### src/rtl/core/dcr_div.sv
`timescale 1ns / 1ps

module dcr_div #(
  parameter int NUM_W = 39,
  parameter int DEN_W = 20,
  parameter int Q_W   = 19
) (
  input  logic             clk,
  input  logic             en,
  input  logic [NUM_W-1:0] num,
  input  logic [DEN_W-1:0] den,
  output logic [Q_W-1:0]   quo
);

  localparam int RW = DEN_W + Q_W;

  logic [RW-1:0]    rem_r [Q_W-1];
  logic [DEN_W-1:0] den_r [Q_W-1];
  logic [Q_W-1:0]   quo_r [Q_W];

  for (genvar gi = 0; gi < Q_W; gi++) begin : g_st
    localparam int K = Q_W - 1 - gi;
    logic [RW-1:0]    rem_in;
    logic [RW-1:0]    dsh;
    logic [DEN_W-1:0] den_in;
    logic [Q_W-1:0]   quo_in;
    logic             ge;

    if (gi == 0) begin : g_first
      assign rem_in = RW'(num);
      assign den_in = den;
      assign quo_in = '0;
    end else begin : g_next
      assign rem_in = rem_r[gi-1];
      assign den_in = den_r[gi-1];
      assign quo_in = quo_r[gi-1];
    end

    assign dsh = {{Q_W{1'b0}}, den_in} << K;
    assign ge  = (rem_in >= dsh);

    always_ff @(posedge clk) begin
      if (en) begin
        quo_r[gi] <= quo_in | (Q_W'(ge) << K);
      end
    end

    if (gi < Q_W - 1) begin : g_keep
      always_ff @(posedge clk) begin
        if (en) begin
          rem_r[gi] <= ge ? (rem_in - dsh) : rem_in;
          den_r[gi] <= den_in;
        end
      end
    end
  end

  assign quo = quo_r[Q_W-1];

endmodule

### config.mk
export PLATFORM = sky130hd
export DESIGN_NAME = dcr_div
export DESIGN_NICKNAME = d
export VERILOG_FILES = /design/src/rtl/core/dcr_div.sv
export SDC_FILE = /design/constraint.sdc
export NUM_CORES = 2
export LEC_CHECK = 0
export ABC_AREA = 1
export CAP_MARGIN = 30
export CORE_MARGIN = 4
export CORE_UTILIZATION = 25
export DETAILED_ROUTE_END_ITERATION = 10
export DONT_BUFFER_PORTS = 1
export HOLD_SLACK_MARGIN = 0.08
export PLACE_DENSITY_LB_ADDON = 0.15
export SLEW_MARGIN = 30
export SYNTH_ARGS = -nofsm -noshare
export SYNTH_HDL_FRONTEND = slang
export SYNTH_SLANG_ARGS = --single-unit
### constraint.sdc
create_clock -name clk -period 3.2 [get_ports clk]
set_input_delay 0.48 -clock clk [delete_from_list [all_inputs] [get_ports clk]]
set_output_delay 0.48 -clock clk [all_outputs]
set_load 0.02 [all_outputs]
# Yosys cells after proc, flatten, opt, wreduce, memory -nomap -nowiden
# Memory sizes are Yosys's and may differ from the RTL's.
# Index checks and enable logic that the tools add are counted.
# totals
ff_bits,0
mem_bits_rw,1423
input_bits,61
output_inout_bits,19
word_cells,78
memories,3
# memory_table
memory,words,word_bits,read_ports,rd_clocked_by_memory_dff,write_ports,line_no,rtl
rem_r,18,39,18,0,18,17,logic [RW-1:0] rem_r [Q_W-1];
quo_r,19,19,19,0,19,19,logic [Q_W-1:0] quo_r [Q_W];
den_r,18,20,18,0,18,18,logic [DEN_W-1:0] den_r [Q_W-1];
# op_classes
addsub,18
order_cmp,19
muxes,20
bitwise,18
# ops
op,n
$mux W39,18
$ge A39 B20 Y1,1
$ge A39 B21 Y1,1
$ge A39 B22 Y1,1
$ge A39 B23 Y1,1
$ge A39 B24 Y1,1
$ge A39 B25 Y1,1
$ge A39 B26 Y1,1
$ge A39 B27 Y1,1
$ge A39 B28 Y1,1
$ge A39 B29 Y1,1
$ge A39 B30 Y1,1
$ge A39 B31 Y1,1
$ge A39 B32 Y1,1
$ge A39 B33 Y1,1
$ge A39 B34 Y1,1
$ge A39 B35 Y1,1
$ge A39 B36 Y1,1
$ge A39 B37 Y1,1
$ge A39 B38 Y1,1
$sub A39 B21 Y39,1
$sub A39 B22 Y39,1
$sub A39 B23 Y39,1
$sub A39 B24 Y39,1
other kinds (33),34

# Logic depth before layout (Yosys ltp)
# An unclocked memory read counts as a cell.
# logic_depth
depth_word,3
mapped_depth,17
depth_no_buf,16

# Worst setup path before layout
# OpenSTA, ideal clock, no wires.
# synth_timing
path_kind,reg2reg
from,memory rem_r[14][3] in the netlist's numbering
to,memory rem_r[15][37] in the netlist's numbering (data pin)
setup_ps,256
t_arrival_ps,2149
t_required_ps,2944
slack_ps,795
stages_incl_launch_ff,15
n_path_buf,1
period_less_slack_ps,2405
cell_sequence,edfxtp_1 -> inv_1 -> ha_1 -> inv_1 -> fa_1 -> nand2_1 -> nand3_1 -> nand3_1 -> nand2_1 -> a21o_1 -> nand2_1 -> nand2_1 -> nor2_4 -> buf_4 -> a21oi_1
# synth_rtl
element,line_no
from (decl),17

==> out/metrics.cfg <==
[sta]
fin_crit_sh_pct=96.1
fin_skew_ns=0.0738
whs_ns=0.210
max_freq_mhz=325
setup_ws_ns=0.124
setup_viol=0
hold_viol=0
rsz0062_at_grt=false
slew_headroom_pct=41.9
fin_crit_ns=3.08
final-max-slew-violation-count=0
worst_pin_slew_ns=0.871
tns_ns=0

[place]
hpwlAfterDp_um=218000
portBuffers=0
pre_cts_slack_ns=-0.100
gp_congestion=0.914
dp_cells=13100

[final_layout]
areaGrowthSynthToFinish_pct=15.6
utilization_pct=29.0
drive_gt1_share_pct=5.06
stdcell_count=13500
fin_nets=9847

[clock_network]
clk_pin_slew_ns=0.06
cts_tree=built
cts_buffer_depth=4
clock-root-buffer=clkbuf_16
cts_inserted_buffers=158
insertion_delay_ns=0.83
ctsHtreeMaxLevel=4
clock-sinks=1252

[global_routing]
globalRouteOverflowTotal=0
gr-usage-all-layers_pct=16.8
grt_max_degree=79
grt_pass1_wl_um=394000
antenna_found_initial=3
grt_pass1_vias=60400

[yosys]
ys_seq_area_share_pct=49.9
postSynthAreaPerCell_um2=8.29
yosys_warnings=0
synth.largest_area_cell=edfxtp_1
async_flop_share_pct=0
synth_area_um2=75400
syn_inst=9091
synth_cell_types=48
synth-seq-cells=1252
synth_edf_count=1252
synth_top_area_share_pct=49.9
mappedNetlistNets=9550
synth_ff_type=edfxtp_1
netlist_top_cells_area=edfxtp_1 (50%), nand2_1 (15%), inv_1 (6.9%)

[critical_path]
crit_required_ns=3.71
cp.arrival_ns=3.59
reg2reg_slack_ns=0.12
critPathMaxFanout=29
path_class=flip-flop to flip-flop
reg2reg_depth=14
cp-end-kind=flip-flop
critPathLaunchType=flip-flop

[drt]
dr.first_iter.drc_count=4336
wl_um=266000
wire_per_inst_um=19.8
vias_per_cell=4.51
route.vias.total=60800
route.detailed.drc=0
antenna_left=0
dr.pass1.iters=5

[floorplan]
die_h_um=557
ios=80
start_util_pct=25.1
die_x_um=557
die_area_um2=310000
core_um2=300000
rows=201

[min_path]
hp-class=input port to flip-flop
min_path_cells=3

[job]
drv_cap=0

[pwr]
power_leakage_nw=37.8
p_per_area_nw_per_um2=840
ir_drop_mv=0.387

[status]
status=complete, no violations

-- per-stage QoR --
step                      power (W)  instance area, um^2
final                        0.0731                87100
after floorplan              0.0439                75400
after global placement       0.0558                81300
after CTS                    0.0740                87000
after global routing         0.0786                87100
after detailed placement     0.0555                81300
-- layout by cell type, fill, tap and decap left out, drive strengths merged, types with 13 or more instances in the layout --
cell type    synthesis  routed
fa                  18      18
nand2             2979    2979
clkbuf               4     185
buf                 76     158
nand3              518     518
nor3               114     114
nand4              188     188
edfxtp            1252    1252
and2                14      14
nor2               873     873
ha                 380     380
nand3b              48      48
bufinv               0      16
or2                 13      13
dlygate4sd3          0      59
a21oi              506     506
xnor2              104     104
o21bai              19      19
a21o                20      20
nor4                31      31
o21ai              350     350
xor2               153     153
inv               1390    1398
clkinv               0      63
-- sequential cells by signal (all words and copies together) (netlist names) --
register and count:
rem_r 702, den_r 360, quo_r 190
-- worst max-delay path: stages, from the launching register on --
cell      delay, ns
edfxtp_1       0.40
ha_1           0.26
fa_1           0.42
inv_1          0.12
nand3_1        0.08
nand2_1        0.13
nand2_1        0.07
nand2_1        0.17
nand2_1        0.08
nand2_1        0.13
nand2_1        0.10
inv_1          0.08
nor2_2         0.04
buf_4          0.23
o21ai_0        0.45
-- timing repair --
item,in CTS,in global routing
hold endpoints to repair,59,0
pin swaps,0,2
endpoints found under the setup margin,5,13
hold buffers,59,0
setup buffers,0,3
resized for setup,5,2
gates cloned,0,0
-- per-layer routing --
metal / vias up / GRT usage [%] / wire length (um)
met5: - / 0 / 0
met4: 0 / 4.79 / 7870
met3: 299 / 1.66 / 9300
met2: 1218 / 29.0 / 127000
met1: 28800 / 22.3 / 122000
li1: 30500 / - / -
-- power breakdown --
part	internal (W)	switching, W	leakage, nW
clock	0.0106	0.00726	2.50
sequential	0.0226	0.00314	12.1
combinational	0.00951	0.0200	23.3
total	0.0428	0.0304	37.8
-- cell type report --
cell class / instances / area, um^2
multi-input cells: 6369 / 32000
flip-flops and latches: 1252 / 37600
fillers: 32200 / 213000
diodes: 2 / 5.00
inverters: 1390 / 5220
well taps: 3958 / 4950
clock buffers: 185 / 4160
repair buffers: 217 / 2150
clock inverters: 98 / 965
-- worst paths after layout --
kind	end	from
worst min-delay path	rem_r[0][24]	num[24]
worst min register to register	quo_r[18][7]	quo_r[17][7]
worst max register to register	rem_r[9][19]	den_r[8][0]
worst max-delay path	rem_r[9][19]	den_r[8][0]
-- cell usage after synthesis (5+ instances only) --
cell      instances
a21boi_0          7
a21o_1           20
a21oi_1         487
a21oi_2          18
a31oi_1           5
and2_1           13
buf_2            51
buf_4             7
buf_6            18
edfxtp_1       1252
fa_1             18
ha_1            380
inv_1          1381
inv_2             8
nand2_1        2962
nand2_2          15
nand3_1         511
nand3_2           7
nand3b_1         48
nand4_1         188
nor2_1          859
nor2_2           10
nor3_1          112
nor4_1           29
o21a_1            9
o21ai_0         328
o21ai_1          20
o21bai_1         19
or2_2            11
xnor2_1         104
xor2_1          153
-- kinds of logic after synthesis --
group | synth area share (%)
buf+inv | 7.63
compound gates | 6.48
fa+ha+maj | 6.79
flops | 49.9
xor+xnor | 2.99
simple gates | 26.2
Note: power is estimated with default switching activity, not from simulation.
