===== src/rtl/core/dcr_sqrt.sv =====
`timescale 1ns / 1ps

module dcr_sqrt #(
  parameter int IN_W = 38
) (
  input  logic              clk,
  input  logic              en,
  input  logic [IN_W-1:0]   x,
  output logic [IN_W/2-1:0] root
);

  localparam int OUT_W = IN_W / 2;
  localparam int RW    = OUT_W + 2;

  logic [RW-1:0]    rem_r  [OUT_W-1];
  logic [IN_W-1:0]  xs_r   [OUT_W-1];
  logic [OUT_W-1:0] root_r [OUT_W];

  for (genvar gi = 0; gi < OUT_W; gi++) begin : g_st
    logic [RW-1:0]    rem_in;
    logic [RW-1:0]    cur;
    logic [RW-1:0]    trial;
    logic [IN_W-1:0]  x_in;
    logic [OUT_W-1:0] root_in;
    logic             ge;

    if (gi == 0) begin : g_first
      assign rem_in  = '0;
      assign x_in    = x;
      assign root_in = '0;
    end else begin : g_next
      assign rem_in  = rem_r[gi-1];
      assign x_in    = xs_r[gi-1];
      assign root_in = root_r[gi-1];
    end

    assign cur   = {rem_in[RW-3:0], x_in[IN_W-1 -: 2]};
    assign trial = {root_in, 2'b01};
    assign ge    = (cur >= trial);

    always_ff @(posedge clk) begin
      if (en) begin
        root_r[gi] <= {root_in[OUT_W-2:0], ge};
      end
    end

    if (gi < OUT_W - 1) begin : g_keep
      always_ff @(posedge clk) begin
        if (en) begin
          rem_r[gi] <= ge ? (cur - trial) : cur;
          xs_r[gi]  <= {x_in[IN_W-3:0], 2'b00};
        end
      end
    end
  end

  assign root = root_r[OUT_W-1];

endmodule


===== config.mk =====
export PLATFORM = sky130hd
export DESIGN_NAME = dcr_sqrt
export DESIGN_NICKNAME = d
export VERILOG_FILES = /design/src/rtl/core/dcr_sqrt.sv
export SDC_FILE = /design/constraint.sdc
export NUM_CORES = 1
export LEC_CHECK = 0
export BUFFER_PORTS_ARGS = -buffer_cell sky130_fd_sc_hd__clkbuf_2
export CORE_ASPECT_RATIO = 1.25
export CORE_UTILIZATION = 67
export DETAILED_ROUTE_END_ITERATION = 10
export HOLD_SLACK_MARGIN = 0.02
export PLACE_DENSITY = 0.92
export SLEW_MARGIN = 10
export SYNTH_ARGS = -nofsm -noshare
export SYNTH_HDL_FRONTEND = slang
export SYNTH_SLANG_ARGS = --single-unit

===== constraint.sdc =====
create_clock -name clk -period 9.1 [get_ports clk]
set_clock_uncertainty 0.05 [all_clocks]
set_input_delay 1.82 -clock clk [delete_from_list [all_inputs] [get_ports clk]]
set_output_delay 1.82 -clock clk [all_outputs]
set_load 0.05 [all_outputs]

* After elaboration in Yosys (flattened, before gate mapping)
Memories as Yosys holds them, arrays and structs flattened. Index checks and enable logic that the tools add are counted.
Word-level totals: logic and storage cells 60, register bits after elaboration 0, RAM bits 1387, memories 3
Memories:
- xs_r | depth 18, width 36, rd ports 18, clocked after Yosys merged registers in 0, write ports 18, RTL line 16 | logic [IN_W-1:0] xs_r [OUT_W-1];
- rem_r | depth 18, width 21, rd ports 18, clocked after Yosys merged registers in 0, write ports 18, RTL line 15 | logic [RW-1:0] rem_r [OUT_W-1];
- root_r | depth 19, width 19, rd ports 19, clocked after Yosys merged registers in 0, write ports 19, RTL line 17 | logic [OUT_W-1:0] root_r [OUT_W];
Cells by class: $lt $le $gt $ge 19, add/sub/neg operators 18, muxes and demuxes 20
Operator list (number):
- 21-bit >= comparator | 18
- 21-bit two-way mux | 18
- 21-bit subtractor | 17
- 2-bit by 1-bit subtractor with 3-bit output, second input constant | 1
- 2-bit by 1-bit >= comparator with 1-bit output, second input constant | 1
- 1-bit two-way mux | 2

* Depth between registers and ports, before layout
An unclocked memory read counts as a cell.
word-level depth 3, mapped depth 11, gate-level depth less buffers 10

* Worst setup path before layout
OpenSTA, ideal clock, no wires.
path type reg-to-reg, from memory rem_r[16][4] (netlist bit), to memory rem_r[17][15] (netlist bit), data pin, arrival time 2575 ps, data required time 8788 ps, cell stages (with the launch flop) 11, buffers on the path 2, path slack 6213 ps, library setup time 262 ps, cells stage by stage edfxtp_1 > ha_1 > buf_2 > a2111oi_0 > a211oi_1 > o21ai_1 > o21ai_2 > a221oi_2 > a31oi_2 > buf_4 > mux2_1
RTL lines (RTL line):
- from (decl) | 15

==> results.yml <==
sta:
  tightest_slew_ns: 1.18
  slew_viol_final: 0
  min_period_ns: 3.66
  slew_headroom: 0.209
  rsz0062_at_grt: "false"
  fmax_ghz: 0.273
  setup_tns_ns: 0
  finalSetupViolCount: 0
  fin_crit_sh: 0.402
  report.final.hold_viol_count: 0
critical_path:
  critPathMaxStageDelay_ns: 0.96
  slowest_stage: "a31oi_2"
  crit_chain: "ha_1, a2111oi_0, a211oi_1, o21ai_1, o21ai_2, a221oi_2, a31oi_2, mux2_2"
  crit_fanout: 19
  end_kind: "flip-flop"
  crit_path_start_kind: "flip-flop"
  r2r_slack_ns: 5.44
  criticalPathCategory: "reg -> reg"
  critPathRequiredTime_ns: 9.44
  arrival_ns: 4.00
cells_and_area:
  fin_util: 0.750
  regArea_sq_mm: 0.0256
  syn_to_final_growth_pct: 9.98
  multi_input_area_sq_mm: 0.0126
  layout_commonest_cell: "edfxtp_1"
  nNetsFinal: 3313
  most-common-layout-cells: "edfxtp_1 (852), inv_1 (256), ha_1 (210), nand2_1 (181), nor2_1 (170)"
  design_area_sq_mm: 0.0432
  fillers: 3334
  diodes: 0
  drive_gt1_frac: 0.0854
route:
  drt-initial-drc-count: 2202
  vias_per_cell: 6.21
  ant_nets: 0
  route.detailed.drc: 0
  vias: 24100
  wirelength_mm: 78.9
  wire_per_inst_microns: 20.4
  first_pass_iters: 6
placement:
  dpl_cell_area_sq_mm: 0.0405
  hpwl_mm: 52.7
  gp_congestion: 0.935
  port_buffers: 58
floorplanning:
  core_area_sq_mm: 0.0576
  die_y_microns: 273
  rows: 98
  start_util: 0.682
  die_x_microns: 219
  die-area_sq_mm: 0.0596
  ioPinCount: 59
clock_tree:
  cts_hold_buf: 0
  insertion_delay_ns: 0.65
  post_cts_buffers: 0
  clk_pin_slew_ns: 0.07
  cts.path.max_buffers: 3
  numCtsBuffers: 78
  cts-resized-gates: 0
  htree_levels: 3
  cts_sinks: 852
  cts_tree: "built"
  cts_root_buf: "clkbuf_16"
min_path:
  min_path_type: "reg -> reg"
yosys:
  synth_cell_type_count: 84
  ys_ff_latch: 852
  ys_async_sr_fraction: 0
  synth_area_sq_mm: 0.0393
  synth_edf_count: 852
  synth_cells: 2958
  synthFlopType: "edfxtp_1"
  syn_area_per_cell_sq_um: 13.3
  syn_nets: 3208
  yosysSeqAreaShare: 0.651
  ys_warn_count: 0
global_routing:
  grt_use_total: 0.267
  antenna_found_initial: 0
  grt.overflow.total: 0
  grt_pass1_wl_mm: 125
  grt_pass1_vias: 24600
  grt_max_degree: 189
power_and_ir_drop:
  ir_worst_vdd_v: 0.000211
  power.total_w: 0.0105
  p_leak_nw: 16.7
  p_per_area_mw_per_mm2: 243
run:
  cap_violations: 0
status:
  status: "finished, final reports clean"
-- through the flow --
stage / std cells / hold slack [ns] / worst slack, ns
floorplan: 2958 / 0.350 / 6.21
global placement: 3733 / 0.350 / 5.17
detailed placement: 3733 / 0.355 / 5.10
CTS: 3877 / 0.357 / 5.50
global route: 3877 / 0.364 / 5.15
finish: 3877 / 0.361 / 5.44
-- cells in the mapped netlist, types with 5 or more instances --
library cell / n / area (sq um)
buf_2: 9 / 45.0
mux2i_1: 8 / 80.1
o21ai_0: 169 / 846
or2_2: 14 / 87.6
o41ai_1: 8 / 70.1
nor3_1: 80 / 400
nand3b_1: 8 / 60.1
a31oi_1: 7 / 43.8
clkbuf_1: 34 / 128
nor3b_1: 5 / 37.5
o31ai_1: 18 / 135
nor2b_1: 39 / 244
nand2_1: 181 / 679
a21boi_0: 8 / 60.1
o31a_1: 10 / 87.6
a31o_2: 7 / 61.3
o21a_1: 63 / 473
or4_1: 14 / 105
o211a_1: 5 / 50.1
edfxtp_1: 852 / 25600
nand2b_1: 27 / 169
xnor2_1: 106 / 928
a211oi_1: 19 / 143
ha_1: 210 / 2630
and3_1: 13 / 81.3
a21oi_1: 151 / 756
and4_1: 6 / 52.6
mux2_2: 36 / 405
nor4b_1: 9 / 78.8
nor4_1: 37 / 231
o2bb2ai_1: 6 / 52.6
nand3_1: 46 / 230
nor2_1: 170 / 638
nand4_1: 29 / 181
or3_1: 28 / 175
and2_1: 9 / 56.3
o211ai_1: 9 / 67.6
o21bai_1: 6 / 45.0
inv_1: 256 / 961
xor2_1: 120 / 1050
a2111oi_0: 12 / 105
a21o_1: 44 / 330
-- path summary, 6_finish.rpt --
check          startpoint           end  cells after the start
min           xs_r[4][32]   xs_r[5][34]                      0
max          rem_r[16][4]  rem_r[17][3]                      8
max reg2reg  rem_r[16][4]  rem_r[17][3]                      8
min reg2reg   xs_r[4][32]   xs_r[5][34]                      0
-- cell type report --
class / instances / area share
Clock buffer: 92 / 0.0464
Sequential cell: 852 / 0.592
Inverter: 257 / 0.0223
Multi-Input combinational cell: 1802 / 0.291
Tap cell: 750 / 0.0217
Clock inverter: 52 / 0.0163
Timing Repair Buffer: 72 / 0.0102
-- registers in the layout, summed over array words and instances, names as in the netlist --
register / cells
rem_r: 320
root_r: 190
xs_r: 342
-- routing by layer --
layer	vias to the layer above	share of wire	global-route usage	routed length (microns)
li1	11200	-	-	-
met1	11700	0.38	0.305	29700
met2	941	0.53	0.488	42000
met3	227	0.050	0.0400	3920
met4	0	0.042	0.124	3280
met5	-	0	0	0
-- where the power goes --
part	switching [W]	total (W)	internal (W)
Clock	0.00148	0.00346	0.00198
Combinational	0.00108	0.00187	0.000790
Sequential	0.000276	0.00519	0.00492
Total	0.00284	0.0105	0.00768
-- logic make-up (layout without fill, tap and decap cells) --
family	after synthesis	after routing	synth area share
adders and majority gates	210	210	0.0669
muxes	45	45	0.0126
AOI/OAI and AO/OA	582	582	0.0942
DFF	852	852	0.651
buffers and inverters	304	473	0.0296
xor gates and xnor gates	226	226	0.0504
other	1	1	0.0000954
and+or+nand+nor	738	738	0.0952
-- worst max-delay path: cells and delay by family (launching register included) --
kind                       cells  cell delay [ns]
muxes                          1             0.45
DFF                            1             0.42
AOI/OAI and AO/OA              6             2.03
adders and majority gates      1             0.46
No activity file was read; power rests on OpenSTA's default activity.
