File: config.mk
export PLATFORM = sky130hd
export DESIGN_NAME = dcr_delay
export DESIGN_NICKNAME = d
export VERILOG_FILES = /design/src/rtl/core/dcr_delay.sv
export SDC_FILE = /design/constraint.sdc
export NUM_CORES = 1
export LEC_CHECK = 0
export ABC_AREA = 1
export BUFFER_PORTS_ARGS = -buffer_cell sky130_fd_sc_hd__buf_4
export CELL_PAD_IN_SITES_DETAIL_PLACEMENT = 1
export CELL_PAD_IN_SITES_GLOBAL_PLACEMENT = 1
export CORE_UTILIZATION = 38
export CTS_CLUSTER_DIAMETER = 50
export DETAILED_ROUTE_END_ITERATION = 6
export PLACE_DENSITY_LB_ADDON = 0.08
export SLEW_MARGIN = 30
export SYNTH_ARGS = -nofsm -noshare
export SYNTH_HDL_FRONTEND = slang
export SYNTH_SLANG_ARGS = --single-unit
File: constraint.sdc
create_clock -name clk -period 1.2 [get_ports clk]
set_clock_uncertainty 0.2 [all_clocks]
set_input_delay 0.36 -clock clk [delete_from_list [all_inputs] [get_ports clk]]
set_output_delay 0.36 -clock clk [all_outputs]
set_load 0.01 [all_outputs]
File: src/rtl/core/dcr_delay.sv
`timescale 1ns / 1ps

module dcr_delay #(
  parameter int W     = 8,
  parameter int DEPTH = 2
) (
  input  logic         clk,
  input  logic         en,
  input  logic [W-1:0] d,
  output logic [W-1:0] q
);

  logic [W-1:0] tap_r [DEPTH];

  always_ff @(posedge clk) begin
    if (en) begin
      tap_r[0] <= d;
      for (int i = 1; i < DEPTH; i++) begin
        tap_r[i] <= tap_r[i-1];
      end
    end
  end

  assign q = tap_r[DEPTH-1];

endmodule

Word level (Yosys, flattened, before mapping)
Memory sizes are Yosys's and may differ from the RTL's.
Index checks and enable logic that the tools add are counted.

word-level totals
  flip-flop bits (word level) = 0
  RAM bits = 16
  logic and storage cells = 3
  memories = 1

cells by class
  mux-type cells = 2

memory list
  memory  words  width  read ports  clocked after memory_dff  write ports  line  source
  tap_r   2      8      2           0                         2            13    logic [W-1:0] tap_r [DEPTH];

operator list
  operator           number
  1-bit two-way mux  2

Depth between registers and ports, before layout
Gate-level depths: netlist of run 1.

  depth in word-level cells = 2
  depth in mapped cells = 1
  mapped depth without buffers = 0

Least setup slack after synthesis of run 1
No wires, ideal clock.

  path type = flip-flop to output port
  from = memory tap_r[1][0] (netlist: tap_r[0][8])
  to = output port q[0]
  buffers on the path = 1
  stages on the path, launching flop included = 2
  path slack = 164 ps
  arrival time = 476 ps
  cells stage by stage = edfxtp_1 -> buf_4

RTL lines
  element          line  source
  start, declared  13
  end, declared    10    output logic [W-1:0] q

==> results of run 1 <==
## synth_stat cells
library cell / instances / area, um^2
buf_4: 8 / 60.1
edfxtp_1: 16 / 480
## layout make-up
class,count,area [um^2]
fillers,125,638
flip-flops and latches,16,480
repair buffers,17,154
clock buffers,3,22.5
well taps,15,18.8
clock inverters,1,3.75
## routing by layer
metal / track usage / vias to the layer above
met3: 0.0170 / 0
met5: 0 / -
li1: - / 107
met2: 0.152 / 18
met4: 0.0776 / 0
met1: 0.0936 / 98
## worst paths after layout
check / start / endpoint / slack (ps) / depth (start not counted)
max: tap_r[0][9] / q[1] / -180 / 1
min: d[1] / tap_r[0][1] / 60 / 1
max reg2reg: tap_r[0][1] / tap_r[0][9] / 350 / 0
min reg2reg: tap_r[0][0] / tap_r[0][8] / 220 / 0
## cell families after synthesis
group                  Yosys count
buffers and inverters            8
flip-flops                      16
## metrics by stage
| step | utilization | power [mW] | area (um^2) | TNS [ps] |
|---|---|---|---|---|
| 4_1_cts | 0.510 | 1.04 | 672 | -1460 |
| 5_1_grt | 0.516 | 1.06 | 679 | -1540 |
| 3_5_place_dp | 0.476 | 0.756 | 627 | 0 |
| 2_1_floorplan | - | 0.715 | 541 | 0 |
| 6_report | 0.516 | 1.02 | 679 | -1250 |
| 3_3_place_gp | 0.476 | 0.747 | 627 | 0 |
## power groups by stage
| stage | clock (mW) | combinational [mW] | sequential, mW |
|---|---|---|---|
| 6_report | 0.268 | 0.0748 | 0.677 |
| 5_1_grt | 0.303 | 0.0804 | 0.681 |
| 4_1_cts | 0.286 | 0.0734 | 0.678 |
| 3_5_place_dp | 0 | 0.0672 | 0.689 |
| 3_3_place_gp | 0 | 0.0650 | 0.682 |
| 2_1_floorplan | 0 | 0.0339 | 0.681 |
## timing repair
action,4_1_cts,5_1_grt
hold endpoints to repair,0,0
gates resized for setup,5,2
gates cloned,0,0
endpoints found under the setup margin,8,8
## placed cells by master, fill, tap and decap left out, drive strengths merged
cell,instances
buf,17
edfxtp,16
clkbuf,3
clkinv,1
==> results.md, run 1 <==
* Initial antenna violation count at 0
* Crit path buffers/inverters at 1
* Setup CP Type: flop to output pin
* CTS hold repair buffers at 0
* Worst relative slew slack at 0.869
* Congestion Overflow GR at 0
* HP Class: input port to flop
* Top flop regs: tap_r: 16 flops
* Synth Area in Compound Gates at 0
* Vias at 223
* Clk buf depth at 2
* Worst Setup Start Kind: flop
* CTS tree: built
* CP Capture Type: output pin
* Mean post-synth cell area at 22.5 um^2
* Multi-In Gates at 0
* Worst-Margin Slew at 196 ps
* DR pass1 iterations at 1
* Min Tclk post-route at approximately 1400 ps
* Die area at between 1500 and 2000 um^2
* CP Max Fanout at 1
* Metal3 WL at about 77 um
* Vias in the first global route at 185
* Boundary Pins at 18
* DIE HEIGHT at 39.7 um
* Via density at 4.29
* DP Worst Slack at 99.5 ps
* Placer Congestion at 0.550
* Fin crit share at 1.15
* Clock power share at 0.263
* Worst-path clk slew at 80 ps
* Adder-cell share of the synthesized area at 0
* First-pass GRT wire length at 807 um
* Main combinational cell family by area after synthesis: buffers and inverters
* Mapped Nets at 34
* ANT nets after route at 0
* Top Metal Used: met3
* Die span in x at 39.7 um
* RSZ-0062 raised after global routing: yes
* Crit path cell chain: buf_6
* Share of layout cells above drive strength 1 at 0.541
* Final slew viol count at 0
* Htree depth at 1
* Register bit total from synthesis at 16
* Setup Fix Bufs, Post-CTS at 0
* Gate power share at 0.073
* Multiplexer share of the synthesized area at 0
* Non-filler cells, final at between 50 and 60
* Metal2 WL at between 300 and 400 um
* Xor and xnor area share after synthesis at 0
* Placed insts at 48
* Synthesized instance count at 24
* Outcome: complete, but fails checks
* Largest Register: tap_r
* Internal power at 830 uW
* Final setup vio count at 8
* Num CTS Buffers at 3
* IO Port Bufs at 17
* Pin count of the biggest net entering global routing at 17
* Synth unique cells at 2
* Hold Vio Cnt, Final at 0
* Synthesized area at roughly 540 um^2
* Final hold slack at between 50 and 60 ps
* Simple-Gate Fraction of Synth Area at 0
* Std cell rows at 13
* Clk root buf: clkbuf_4
* GRT Util Overall at 0.0899
* CP max stage cell: edfxtp_1
* Synth Warn # at 0
* Iter 0 DRT Violations at 0
* Max stage delay on crit path at 410 ps
* Leakage at 0.262 nW
* Syn-to-layout area delta at 25.7%
* Peak supply drop at 0.702 mV
* Sequential fraction of design power at 0.664
* Wire per inst at 12.8 um
* Post-Route WL at 666 um
* Diodes inserted at 0
* Largest register FFs at 16
* Clock net sink count at 16
* Fmax at 725 MHz
* Clock Latency Late Sink at 270 ps
* Net Switching at 189 uW
* Seq/Total Area, Yosys at 0.889
* Sw frac at 0.186
* Initial Utilization at 0.410
* Max-cap violations at 0
* Pwr/cell area at 1500 nW/um^2
* CP arrival at 820 ps
* Final #Nets at 48
* Core area at 1320 um^2
* CP delay by family, top: flip-flops
* Failing checks: negative setup slack
* M1 WL at 223 um
* Area of the multi-input gates at 0 um^2
* Post-route setup slack at -179 ps
* Critical Path RT at 640 ps
* DRC at 0
Note: power is estimated with default switching activity, not from simulation.
==> inputs of run 2 (changes only) <==
--- a/config.mk
+++ b/config.mk
@@ -12,7 +12,7 @@
 export CORE_UTILIZATION = 38
 export CTS_CLUSTER_DIAMETER = 50
 export DETAILED_ROUTE_END_ITERATION = 6
-export PLACE_DENSITY_LB_ADDON = 0.08
+export PLACE_DENSITY_LB_ADDON = 0.3
 export SLEW_MARGIN = 30
 export SYNTH_ARGS = -nofsm -noshare
 export SYNTH_HDL_FRONTEND = slang
==> results.md, run 2 (synthesized netlist as in run 1, its figures left out) <==
* HP Class: input port to flop (unchanged)
* Std cell rows at 13 (unchanged)
* Via density at 4.25 (was 4.29)
* Vias in the first global route at 171 (was 185)
* Hold EP: tap_r[0][7] (was tap_r[0][1])
* ANT nets after route at 0 (unchanged)
* Multi-In Gates at 0 (unchanged)
* Worst relative slew slack at 0.875 (was 0.869)
* Core area at 1320 um^2 (unchanged)
* Max-cap violations at 0 (unchanged)
* Failing checks: negative setup slack (unchanged)
* Clock power share at 0.251 (was 0.263)
* Top flop regs: tap_r: 16 flops (unchanged)
* CP Capture Type: output pin (unchanged)
* Wire per inst at 10.1 um (was 12.8 um)
* CP arrival at 790 ps (was 820 ps)
* Clk root buf: clkbuf_4 (unchanged)
* Min Tclk post-route at 1350 ps (was 1380 ps)
* Iter 0 DRT Violations at 0 (unchanged)
* Placer Congestion at 0.581 (was 0.550)
* Post-route setup slack at -153 ps (was -179 ps)
* CTS tree: built (unchanged)
* Largest Register: tap_r (unchanged)
* Largest register FFs at 16 (unchanged)
* Htree depth at 1 (unchanged)
* Clock net sink count at 16 (unchanged)
* Internal power at 824 uW (was 830 uW)
* Share of layout cells above drive strength 1 at 0.556 (was 0.541)
* Die area at 1580 um^2 (unchanged)
* Diodes inserted at 0 (unchanged)
* Net Switching at 172 uW (was 189 uW)
* Final hold slack at 63.5 ps (was 57.3 ps)
* Commonest non-fill, non-tap cell in the layout: edfxtp_1 (unchanged)
* Setup TNS at -1120 ps (was -1250 ps)
* Worst-path clk slew at 80 ps (about the same)
* Fmax at 739 MHz (was 725 MHz)
* Reg2reg end: tap_r[0][14] (was tap_r[0][9])
* R2R depth at 0 (unchanged)
* Fin crit share at 1.13 (was 1.15)
* Boundary Pins at 18 (unchanged)
* Outcome: complete, but fails checks (unchanged)
* Most frequent cells in the layout: edfxtp_1 (16), buf_4 (11), buf_6 (6) (was edfxtp_1 (16), buf_4 (10), buf_6 (7))
* Initial antenna violation count at 0 (unchanged)
* Clock Latency Late Sink at 270 ps (about the same)
* Worst-Margin Slew at 187 ps (was 196 ps)
* First-pass GRT wire length at 655 um (was 807 um)
* CP Max Fanout at 1 (unchanged)
* Core Util, Final at 0.510 (was 0.516)
* GRT Util Overall at 0.0730 (was 0.0899)
* CP max stage cell: edfxtp_1 (unchanged)
* Num CTS Buffers at 3 (unchanged)
* Critical Path RT at 640 ps (about the same)
* Pin count of the biggest net entering global routing at 17 (unchanged)
* RR Startpoint: tap_r[0][6] (was tap_r[0][1])
* Crit path buffers/inverters at 1 (unchanged)
* RSZ-0062 raised after global routing: yes (unchanged)
* Hold Startpoint: d[7] (was d[1])
* Syn-to-layout area delta at 24.3% (was 25.7%)
* Sequential fraction of design power at 0.676 (was 0.664)
* Final #Nets at 48 (unchanged)
* Setup CP Type: flop to output pin (unchanged)
* Max stage delay on crit path at 390 ps (was 410 ps)
* Post-Route WL at 513 um (was 666 um)
* Vias at 217 (was 223)
* DIE HEIGHT at 39.7 um (unchanged)
* DR pass1 iterations at 1 (unchanged)
* Congestion Overflow GR at 0 (unchanged)
* Crit path cell chain: buf_6 (unchanged)
* CP delay by family, top: flip-flops (unchanged)
* Non-filler cells, final at 51 (was 52)
* Peak supply drop at 0.696 mV (was 0.702 mV)
* Final slew viol count at 0 (unchanged)
* Placed inst area at 627 um^2 (unchanged)
* Gate power share at 0.074 (was 0.073)
* Leakage at 0.260 nW (was 0.262 nW)
* Die span in x at 39.7 um (unchanged)
* Sw frac at 0.173 (was 0.186)
* Worst Setup Start Kind: flop (unchanged)
* IO Port Bufs at 17 (unchanged)
* Final setup vio count at 8 (unchanged)
* Clk buf depth at 2 (unchanged)
* Post-route design area at 672 um^2 (was 679 um^2)
* Hold Vio Cnt, Final at 0 (unchanged)
* Hold Path Stages at 1 (unchanged)
* Area of the multi-input gates at 0 um^2 (unchanged)
* Reg2reg setup slack at 370 ps (was 350 ps)
* Placed insts at 48 (unchanged)
* DRC at 0 (unchanged)
* Pwr/cell area at 1480 nW/um^2 (was 1500 nW/um^2)
* Initial Utilization at 0.410 (unchanged)
run 2: layer usage:
| layer | track usage | routed length [um] | vias up |
|---|---|---|---|
| met3 | 0.0170 | 45 | 2 |
| met1 | 0.0752 | 169 | 95 |
| met5 | 0 | 0 | - |
| met2 | 0.102 | 280 | 14 |
| met4 | 0.103 | 18 | 0 |
| li1 | - | - | 106 |
run 2: area by class of cell:
class,instances,area [um^2]
well taps,15,18.8
flip-flops and latches,16,480
clock buffers,3,22.5
fillers,122,646
repair buffers,17,150
run 2: metrics by stage:
step / total power, mW / setup slack, ps
3_3_place_gp: 0.747 / 133
3_5_place_dp: 0.752 / 114
5_1_grt: 1.04 / -202
4_1_cts: 1.01 / -170
2_1_floorplan: 0.715 / 164
6_report: 0.997 / -153
run 2: worst max-delay path by stage:
stage                       from           end  slack [ps]  cells past startpoint
floorplan            tap_r[0][8]          q[0]         160                      1
global placement              en  tap_r[0][13]         130                      1
detailed placement            en  tap_r[0][14]         110                      1
CTS                 tap_r[0][12]          q[4]        -170                      1
global route        tap_r[0][12]          q[4]        -200                      1
finish              tap_r[0][12]          q[4]        -150                      1
run 2: repair_timing:
action / CTS / global route
resized for setup: 4 / 2
setup endpoints to repair: 8 / 8
pin swaps: 0 / 0
setup buffers: 0 / 0
hold buffers: 0 / 0
run 2: power groups by stage:
stage                     logic, mW  clock network, mW  registers, mW
after detailed placement     0.0675                  0          0.684
after CTS                    0.0727              0.260          0.673
after global routing         0.0784              0.284          0.677
after global placement       0.0651                  0          0.682
final                        0.0735              0.250          0.673
after floorplan              0.0339                  0          0.681
